### src/sv/bdp_pkg.sv
// shared types, constants and codes for the beacon datagram parser
`timescale 1ns / 1ps
package bdp_pkg;

   localparam int unsigned CNT_W        = 16;
   localparam int unsigned END_W        = 20;
   localparam int unsigned MAX_BYTES_DEF = 1024;
   localparam int unsigned HDR_BYTES    = 16;

   localparam int unsigned CSR_IDX_W = 3;
   localparam int unsigned CSR_DAT_W = 32;

   localparam logic [CSR_IDX_W-1:0] CSR_MAGIC     = 3'd0;
   localparam logic [CSR_IDX_W-1:0] CSR_PROTO     = 3'd1;
   localparam logic [CSR_IDX_W-1:0] CSR_MAX_NAME  = 3'd2;
   localparam logic [CSR_IDX_W-1:0] CSR_MAX_MOTD  = 3'd3;
   localparam logic [CSR_IDX_W-1:0] CSR_CHAR_SIZE = 3'd4;

   localparam logic [2:0] ST_OK        = 3'd0;
   localparam logic [2:0] ST_SHORT     = 3'd1;
   localparam logic [2:0] ST_BAD_MAGIC = 3'd2;
   localparam logic [2:0] ST_BAD_PROTO = 3'd3;
   localparam logic [2:0] ST_NAME_LONG = 3'd4;
   localparam logic [2:0] ST_NAME_TRUNC = 3'd5;

   typedef struct packed {
      logic [31:0] magic;
      logic [15:0] proto;
      logic [15:0] max_name;
      logic [15:0] max_motd;
      logic [2:0]  char_bytes;
   } cfg_type;

   typedef struct packed {
      logic [CNT_W-1:0] byte_count;
      logic [31:0]      magic;
      logic [15:0]      proto;
      logic [15:0]      netver;
      logic [15:0]      port;
      logic [7:0]       players;
      logic [7:0]       max_players;
      logic [7:0]       mode;
      logic             private_bit;
      logic [15:0]      name_len;
      logic [END_W-1:0] name_end;
      logic [15:0]      motd_len;
      logic [END_W-1:0] motd_end;
   } frame_type;

   typedef struct packed {
      logic [2:0]  status;
      logic [15:0] proto_version;
      logic [15:0] net_version;
      logic [15:0] tcp_port;
      logic [7:0]  player_count;
      logic [7:0]  max_players;
      logic [7:0]  game_mode;
      logic        private_game;
      logic [15:0] name_chars;
      logic        motd_present;
      logic [15:0] motd_chars;
   } result_type;

endpackage

### src/sv/bdp_csr.sv
// configuration registers of the beacon datagram parser
`timescale 1ns / 1ps
module bdp_csr (
   input  logic                             clock,
   input  logic                             reset,
   input  logic                             csr_write_en,
   input  logic [bdp_pkg::CSR_IDX_W-1:0]    csr_index,
   input  logic [bdp_pkg::CSR_DAT_W-1:0]    csr_wdata,
   output bdp_pkg::cfg_type                 cfg
);
   import bdp_pkg::*;

   cfg_type cfg_ff;
   cfg_type cfg_in;

   always_comb begin
      cfg_in = cfg_ff;
      if (csr_write_en) begin
         unique case (csr_index)
            CSR_MAGIC:     cfg_in.magic      = csr_wdata;
            CSR_PROTO:     cfg_in.proto      = csr_wdata[15:0];
            CSR_MAX_NAME:  cfg_in.max_name   = csr_wdata[15:0];
            CSR_MAX_MOTD:  cfg_in.max_motd   = csr_wdata[15:0];
            CSR_CHAR_SIZE: cfg_in.char_bytes = csr_wdata[2:0];
            default:       cfg_in = cfg_ff;
         endcase
      end
   end

   always_ff @(posedge clock) begin
      if (reset) begin
         cfg_ff.magic      <= 32'd0;
         cfg_ff.proto      <= 16'd2;
         cfg_ff.max_name   <= 16'd64;
         cfg_ff.max_motd   <= 16'd64;
         cfg_ff.char_bytes <= 3'd4;
      end else begin
         cfg_ff <= cfg_in;
      end
   end

   assign cfg = cfg_ff;

endmodule

### src/sv/bdp_collect.sv
// header field collector: frame state and per-byte field update
`timescale 1ns / 1ps
module bdp_collect #(
   parameter int unsigned MAX_BYTES = bdp_pkg::MAX_BYTES_DEF
) (
   input  logic               clock,
   input  logic               reset,
   input  logic               take,
   input  logic [7:0]         data_byte,
   input  logic               last_byte,
   input  logic [2:0]         char_bytes,
   output bdp_pkg::frame_type frame_upd
);
   import bdp_pkg::*;

   localparam logic [CNT_W-1:0] MaxCnt = CNT_W'(MAX_BYTES);
   localparam logic [END_W-1:0] HdrEnd = END_W'(HDR_BYTES);

   frame_type        frame_ff;
   frame_type        frame_in;
   logic [CNT_W-1:0] pos;
   logic [18:0]      name_prod;
   logic [18:0]      motd_prod;
   logic [15:0]      name_full;
   logic [15:0]      motd_full;

   assign pos       = frame_ff.byte_count;
   assign name_full = {data_byte, frame_ff.name_len[7:0]};
   assign motd_full = {data_byte, frame_ff.motd_len[7:0]};
   assign name_prod = {3'd0, name_full} * {16'd0, char_bytes};
   assign motd_prod = {3'd0, motd_full} * {16'd0, char_bytes};

   always_comb begin
      frame_upd = frame_ff;
      if (pos < MaxCnt) begin
         frame_upd.byte_count = pos + 16'd1;
         if (pos < 16'd4) begin
            frame_upd.magic = {data_byte, frame_ff.magic[31:8]};
         end else if (pos == 16'd4) begin
            frame_upd.proto = {8'd0, data_byte};
         end else if (pos == 16'd5) begin
            frame_upd.proto[15:8] = data_byte;
         end else if (pos == 16'd6) begin
            frame_upd.netver = {8'd0, data_byte};
         end else if (pos == 16'd7) begin
            frame_upd.netver[15:8] = data_byte;
         end else if (pos == 16'd8) begin
            frame_upd.port = {8'd0, data_byte};
         end else if (pos == 16'd9) begin
            frame_upd.port[15:8] = data_byte;
         end else if (pos == 16'd10) begin
            frame_upd.players = data_byte;
         end else if (pos == 16'd11) begin
            frame_upd.max_players = data_byte;
         end else if (pos == 16'd12) begin
            frame_upd.mode = data_byte;
         end else if (pos == 16'd13) begin
            frame_upd.private_bit = data_byte[0];
         end else if (pos == 16'd14) begin
            frame_upd.name_len = {8'd0, data_byte};
         end else if (pos == 16'd15) begin
            frame_upd.name_len = name_full;
            frame_upd.name_end = HdrEnd + {1'b0, name_prod};
         end else if ({4'd0, pos} == frame_ff.name_end) begin
            frame_upd.motd_len = {8'd0, data_byte};
         end else if ({5'd0, pos} == ({1'b0, frame_ff.name_end} + 21'd1)) begin
            // message length complete: offset just past the message text
            frame_upd.motd_len = motd_full;
            frame_upd.motd_end = frame_ff.name_end + 20'd2 + {1'b0, motd_prod};
         end
      end
   end

   always_comb begin
      frame_in = frame_ff;
      if (take) begin
         frame_in = last_byte ? '0 : frame_upd;
      end
   end

   always_ff @(posedge clock) begin
      if (reset) begin
         frame_ff <= '0;
      end else begin
         frame_ff <= frame_in;
      end
   end

endmodule

### src/sv/bdp_check.sv
// header checks and result assembly for a finished datagram
`timescale 1ns / 1ps
module bdp_check (
   input  bdp_pkg::frame_type  frame,
   input  bdp_pkg::cfg_type    cfg,
   output bdp_pkg::result_type result
);
   import bdp_pkg::*;

   logic [CNT_W-1:0] len;
   logic             motd_ok;

   assign len = frame.byte_count;

   assign motd_ok = (frame.proto >= 16'd2)
                  && (({1'b0, frame.name_end} + 21'd2) <= {5'd0, len})
                  && (frame.motd_len <= cfg.max_motd)
                  && (frame.motd_end <= {4'd0, len});

   always_comb begin
      result.proto_version = frame.proto;
      result.net_version   = frame.netver;
      result.tcp_port      = frame.port;
      result.player_count  = frame.players;
      result.max_players   = frame.max_players;
      result.game_mode     = frame.mode;
      result.private_game  = frame.private_bit;
      result.name_chars    = frame.name_len;
      result.motd_present  = 1'b0;
      result.motd_chars    = 16'd0;
      if (len < CNT_W'(HDR_BYTES)) begin
         result.status = ST_SHORT;
      end else if (frame.magic != cfg.magic) begin
         result.status = ST_BAD_MAGIC;
      end else if (frame.proto != 16'd1 && frame.proto != cfg.proto) begin
         result.status = ST_BAD_PROTO;
      end else if (frame.name_len > cfg.max_name) begin
         result.status = ST_NAME_LONG;
      end else if (frame.name_end > {4'd0, len}) begin
         result.status = ST_NAME_TRUNC;
      end else begin
         result.status = ST_OK;
         // a bad or cut-short message is simply reported as absent
         if (motd_ok) begin
            result.motd_present = 1'b1;
            result.motd_chars   = frame.motd_len;
         end
      end
   end

endmodule

### src/sv/beacon_datagram_parse_top.sv
// top level of the beacon datagram parser: handshake, result register
// latency: the result appears in rsp_* the cycle after the last byte is accepted
// throughput: one byte item per cycle while req_ready is high; field update and checks run in one pass
// a result waiting in the output register does not stall bytes while rsp_ready is high
// reset (synchronous, active high) clears the frame state and empties the output
// reset also returns the configuration registers to their default values
`timescale 1ns / 1ps
module beacon_datagram_parse_top #(
   parameter int unsigned MAX_BYTES = bdp_pkg::MAX_BYTES_DEF
) (
   input  logic                          clock,
   input  logic                          reset,
   input  logic                          req_valid,
   output logic                          req_ready,
   input  logic [7:0]                    req_data_byte,
   input  logic                          req_last_byte,
   output logic                          rsp_valid,
   input  logic                          rsp_ready,
   output logic [2:0]                    rsp_status,
   output logic [15:0]                   rsp_proto_version,
   output logic [15:0]                   rsp_net_version,
   output logic [15:0]                   rsp_tcp_port,
   output logic [7:0]                    rsp_player_count,
   output logic [7:0]                    rsp_max_players,
   output logic [7:0]                    rsp_game_mode,
   output logic                          rsp_private_game,
   output logic [15:0]                   rsp_name_chars,
   output logic                          rsp_motd_present,
   output logic [15:0]                   rsp_motd_chars,
   input  logic                          csr_write_en,
   input  logic [bdp_pkg::CSR_IDX_W-1:0] csr_index,
   input  logic [bdp_pkg::CSR_DAT_W-1:0] csr_wdata
);
   import bdp_pkg::*;

   cfg_type    cfg;
   frame_type  frame_upd;
   result_type result;
   result_type rsp_ff;
   result_type rsp_in;
   logic       rsp_valid_ff;
   logic       rsp_valid_in;
   logic       take;

   assign req_ready = !rsp_valid_ff || rsp_ready;
   assign take      = req_valid && req_ready;

   bdp_csr u_csr (
      .clock        (clock),
      .reset        (reset),
      .csr_write_en (csr_write_en),
      .csr_index    (csr_index),
      .csr_wdata    (csr_wdata),
      .cfg          (cfg)
   );

   bdp_collect #(
      .MAX_BYTES (MAX_BYTES)
   ) u_collect (
      .clock      (clock),
      .reset      (reset),
      .take       (take),
      .data_byte  (req_data_byte),
      .last_byte  (req_last_byte),
      .char_bytes (cfg.char_bytes),
      .frame_upd  (frame_upd)
   );

   bdp_check u_check (
      .frame  (frame_upd),
      .cfg    (cfg),
      .result (result)
   );

   always_comb begin
      rsp_in       = rsp_ff;
      rsp_valid_in = rsp_valid_ff && !rsp_ready;
      if (take && req_last_byte) begin
         rsp_in       = result;
         rsp_valid_in = 1'b1;
      end
   end

   always_ff @(posedge clock) begin
      if (reset) begin
         rsp_valid_ff <= 1'b0;
      end else begin
         rsp_valid_ff <= rsp_valid_in;
      end
   end

   always_ff @(posedge clock) begin
      rsp_ff <= rsp_in;
   end

   assign rsp_valid         = rsp_valid_ff;
   assign rsp_status        = rsp_ff.status;
   assign rsp_proto_version = rsp_ff.proto_version;
   assign rsp_net_version   = rsp_ff.net_version;
   assign rsp_tcp_port      = rsp_ff.tcp_port;
   assign rsp_player_count  = rsp_ff.player_count;
   assign rsp_max_players   = rsp_ff.max_players;
   assign rsp_game_mode     = rsp_ff.game_mode;
   assign rsp_private_game  = rsp_ff.private_game;
   assign rsp_name_chars    = rsp_ff.name_chars;
   assign rsp_motd_present  = rsp_ff.motd_present;
   assign rsp_motd_chars    = rsp_ff.motd_chars;

   // a last byte always leaves a result behind
   a_last_gives_result: assert property (@(posedge clock) disable iff (reset)
      (take && req_last_byte) |=> rsp_valid_ff)
      else $error("last byte accepted but no result pending");

   a_status_range: assert property (@(posedge clock) disable iff (reset)
      rsp_valid_ff |-> (rsp_ff.status <= ST_NAME_TRUNC))
      else $error("result status out of range");

   a_motd_needs_ok: assert property (@(posedge clock) disable iff (reset)
      (rsp_valid_ff && rsp_ff.motd_present) |-> (rsp_ff.status == ST_OK))
      else $error("message reported on a failed datagram");

   a_motd_absent_zero: assert property (@(posedge clock) disable iff (reset)
      (rsp_valid_ff && !rsp_ff.motd_present) |-> (rsp_ff.motd_chars == 16'd0))
      else $error("message length nonzero while absent");

endmodule
### config.mk
export PLATFORM = sky130hd
export DESIGN_NAME = beacon_datagram_parse_top
export DESIGN_NICKNAME = d
export VERILOG_FILES = /design/src/sv/bdp_pkg.sv /design/src/sv/bdp_csr.sv /design/src/sv/bdp_collect.sv /design/src/sv/bdp_check.sv /design/src/sv/beacon_datagram_parse_top.sv
export SDC_FILE = /design/constraint.sdc
export NUM_CORES = 1
export LEC_CHECK = 0
export ABC_CLOCK_PERIOD_IN_PS = 16800
export BUFFER_PORTS_ARGS = -buffer_cell sky130_fd_sc_hd__buf_2
export CORE_ASPECT_RATIO = 0.9
export CORE_UTILIZATION = 66
export CTS_CLUSTER_SIZE = 30
export DETAILED_ROUTE_END_ITERATION = 7
export PLACE_DENSITY = 0.86
export SYNTH_ARGS = -nofsm -noshare
export SYNTH_HDL_FRONTEND = slang
export SYNTH_SLANG_ARGS = --single-unit
### constraint.sdc
create_clock -name clock -period 16.8 [get_ports clock]
set_clock_uncertainty 0.1 [all_clocks]
set_input_delay 3.36 -clock clock [delete_from_list [all_inputs] [get_ports clock]]
set_output_delay 3.36 -clock clock [all_outputs]
set_load 0.05 [all_outputs]
==> results.py <==
metrics = {
    "synthesis": {
        "yosysMostFrequentCell": "nand2_1",
        "ys_types": 101,
        "ys_ff_latch": 386,
        "synth_commonest_cells": "nand2_1, nor2_1, dfxtp_1, a22oi_1, a21oi_1",
        "synthTopCellsByArea": "dfxtp_1, edfxtp_1, ha_1",
        "async_flop_share_pct": 0,
        "synth_area_um2": 22900,
        "postSynthAreaPerCell_um2": 9.01,
        "yosys.area.top_type": "dfxtp_1",
        "yosys.area.top_type_share_pct": 24.3,
        "syn_nets": 2765,
        "synth_edf_count": 109,
        "ys_seq_area_share_pct": 38.6,
        "synth-warning-count": 0,
        "syn_inst": 2538,
        "synth_ff_type": "dfxtp_1",
    },
    "placed_design": {
        "numPortBuffers": 159,
        "dp_cells": 3030,
        "dpl_worst_slack_ns": 7.00,
        "routabilityCongestion": 0.967,
        "hpwl_mm": 49.6,
    },
    "setup_path": {
        "cp_cell_sequence": "buf_2, buf_4, nand2_1, fa_1, inv_1, fa_1, ha_1, o21ai_0, nand2b_1, o41ai_1, a21boi_1, o21a_1, nor2_1, xnor2_1, mux2_2, ha_1, and3_1, nand3_1, a21oi_1, a2111oi_0, o211a_1, nand4_2, nor4_1",
        "cp_data_required_time_ns": 17.03,
        "crit_path_start": "req_data_byte[1]",
        "crit_slowest_cell": "a2111oi_0",
        "crit_end": "rsp_motd_chars[3]",
        "crit_fanout": 21,
        "timing.critical_path.buf_inv": 3,
        "r2r_end": "rsp_motd_chars[3]",
        "end_kind": "flip-flop",
        "reg2reg_depth": 21,
        "reg2reg_slack_ns": 8.92,
        "worstPathArrival_ns": 9.78,
        "worstSetupPathDepth": 23,
        "r2r_start": "u_csr.cfg[2]",
        "crit_family": "compound AO/OA/AOI/OAI gates",
        "critPathLaunchType": "input port",
        "setup.worst_path.class": "input port to flip-flop",
        "slowest_delay_ns": 0.79,
    },
    "global_route": {
        "grt_first_pass_wirelength_mm": 108,
        "grt_use_total_pct": 39.6,
        "antenna_found_initial": 0,
        "grt_max_degree": 99,
        "grt_pass1_vias": 19000,
        "gr-total-overflow": 0,
    },
    "final_layout": {
        "synthToLayoutAreaGrowth_pct": 9.76,
        "final_layout_size_suffix_gt1_share_pct": 14.2,
        "utilization_pct": 73.7,
        "nets": 2838,
        "fin_cells": 3106,
        "antenna_cells": 0,
    },
    "sta": {
        "grt_setup_unrepaired": "no",
        "hold_viol": 0,
        "setup_ws_ns": 7.25,
        "hold_slack_ns": 0.356,
        "worst_pin_slew_ns": 1.23,
        "min_period_ns": 9.55,
        "max_freq_mhz": 105,
        "slew_headroom_pct": 17.9,
        "maxSlewViolCount": 0,
        "setup_viol_count_final": 0,
        "final.setup.tns_ns": 0,
        "post-route-period-util_pct": 56.8,
    },
    "routing": {
        "postRouteAntennaNets": 0,
        "via_per_inst": 6.55,
        "wl_per_cell_um": 22.7,
        "drc_errors": 0,
        "drt_iter0_drc": 2211,
        "routed_wl_mm": 70.7,
        "vias": 20300,
        "drt-pass1-iter-count": 6,
    },
    "pwr": {
        "ir_drop_uv": 79.5,
        "p_leak_nw": 10.1,
        "p_switching_mw": 0.542,
        "swShare_pct": 26.4,
        "pwr-share-seq_pct": 47.7,
        "p_comb_share_pct": 8.6,
        "internal_power_mw": 1.51,
        "powerDensity_nw_per_um2": 81.8,
        "clkPwrFrac_pct": 43.7,
    },
    "min_path": {
        "hp-class": "flip-flop to flip-flop",
    },
    "clock_network": {
        "cts_tree": "done",
        "cts_buffers": 41,
        "clk_latency_ns": 0.56,
        "cts_resized": 0,
        "h-tree-depth": 2,
        "postCtsSetupRepairBufs": 0,
        "cts_max_path_buffers": 3,
        "cts_root_buffer": "clkbuf_16",
        "cts.sinks": 386,
        "path_clk_slew_ns": 0.06,
        "postCtsHoldBufs": 0,
    },
    "floorplan": {
        "die_area_um2": 35400,
        "core_area_um2": 34000,
        "fp.dieW_um": 198,
        "rows": 64,
        "initial_core_util_pct": 67.2,
        "ios": 160,
        "die_y_um": 179,
    },
    "run_status": {
        "outcome": "completed",
    },
    "job": {
        "drv_cap": 0,
    },
}
## power by group through the flow
stage | clock network [mW] | registers [mW] | logic, mW
after floorplan | 0 | 1.03 | 0.0860
after global placement | 0 | 0.999 | 0.170
after detailed placement | 0 | 0.999 | 0.172
after CTS | 0.895 | 0.979 | 0.173
after global routing | 0.933 | 0.981 | 0.187
final | 0.897 | 0.980 | 0.177
## cells by family after synthesis
| kind of cell | share of synthesized area [%] |
|---|---|
| flip-flops | 38.6 |
| buffers and inverters | 5.07 |
| AO/OA/AOI/OAI | 17.1 |
| XOR/XNOR | 4.48 |
| multiplexers | 4.61 |
| adder cells (fa/ha/maj) | 11.1 |
| AND/OR/NAND/NOR | 19.1 |
## placed cells by master (no fill, tap or decap), types with 9 or more instances in the layout
cell	instances
o21ai_0	65
xor2_1	43
nor4_1	27
a22o_1	17
mux2_2	66
o22ai_1	12
o21a_1	11
nor4_2	12
and3_1	15
buf_4	22
xnor2_1	74
nor2b_1	13
buf_2	158
nor3_1	25
nand2b_1	20
ha_1	137
and2_1	36
clkbuf_16	42
a22oi_1	168
nor2_1	276
nand4_1	34
nand3_1	43
inv_1	129
fa_1	41
a211oi_1	12
a31oi_1	13
dfxtp_1	277
nand2_1	339
a21oi_1	156
clkinv_2	9
edfxtp_1	109
a21o_1	20
mux2i_1	27
## final cells by class
class	instances	area, um^2
clock buffer	51	1130
tap	462	578
multi-input combinational	1869	12900
sequential	386	8820
inverter	132	498
timing repair buffer	181	970
fill	2483	8930
clock inverter	25	189
## worst reg2reg max path, stage by stage, from the launching register on
cell	delay [ns]
dfxtp_1	1.07
nand2_1	0.20
fa_1	0.57
fa_1	0.52
inv_1	0.04
ha_1	0.34
nor3_1	0.09
a211oi_1	0.54
o21ai_1	0.20
a21boi_1	0.47
o21a_1	0.18
nor2_1	0.05
xnor2_1	0.14
mux2_2	0.28
ha_1	0.32
and3_1	0.19
nand3_1	0.14
a21oi_1	0.07
a2111oi_0	0.79
o211a_1	0.32
nand4_2	0.53
nor4_1	0.53
## worst min path at each step
| stage | slack [ns] | depth (start not counted) | startpoint | to |
|---|---|---|---|---|
| floorplan | 0.33 | 2 | u_collect.frame_ff[15] | u_collect.frame_ff[15] |
| global placement | 0.34 | 2 | u_collect.frame_ff[15] | u_collect.frame_ff[15] |
| detailed placement | 0.35 | 2 | u_collect.frame_ff[15] | u_collect.frame_ff[15] |
| CTS | 0.36 | 2 | u_collect.frame_ff[15] | u_collect.frame_ff[15] |
| global route | 0.38 | 2 | u_csr.cfg[22] | u_csr.cfg[22] |
| finish | 0.36 | 2 | u_csr.cfg[7] | u_csr.cfg[7] |
## stage by stage
stage / instance area (um^2) / power [mW]
after floorplan: 22900 / 1.11
after global placement: 23800 / 1.17
after detailed placement: 23800 / 1.17
after CTS: 25100 / 2.05
after global routing: 25100 / 2.10
final: 25100 / 2.05
## sequential cells by signal (all words and copies together) (netlist names), 8 cells and up
register / cells
rsp_max_players: 8
rsp_proto_version: 16
u_collect.pos: 16
rsp_player_count: 8
rsp_game_mode: 8
rsp_name_chars: 16
rsp_tcp_port: 16
u_csr.cfg: 83
rsp_net_version: 16
u_collect.frame_ff: 177
rsp_motd_chars: 16
## routing by layer
metal | GRT usage [%] | routed length [um]
met1 | 56.4 | 29600
met2 | 58.5 | 30300
met3 | 8.09 | 7900
met4 | 16.4 | 2850
met5 | 0 | 0
Power figures use the tool's default switching activity.
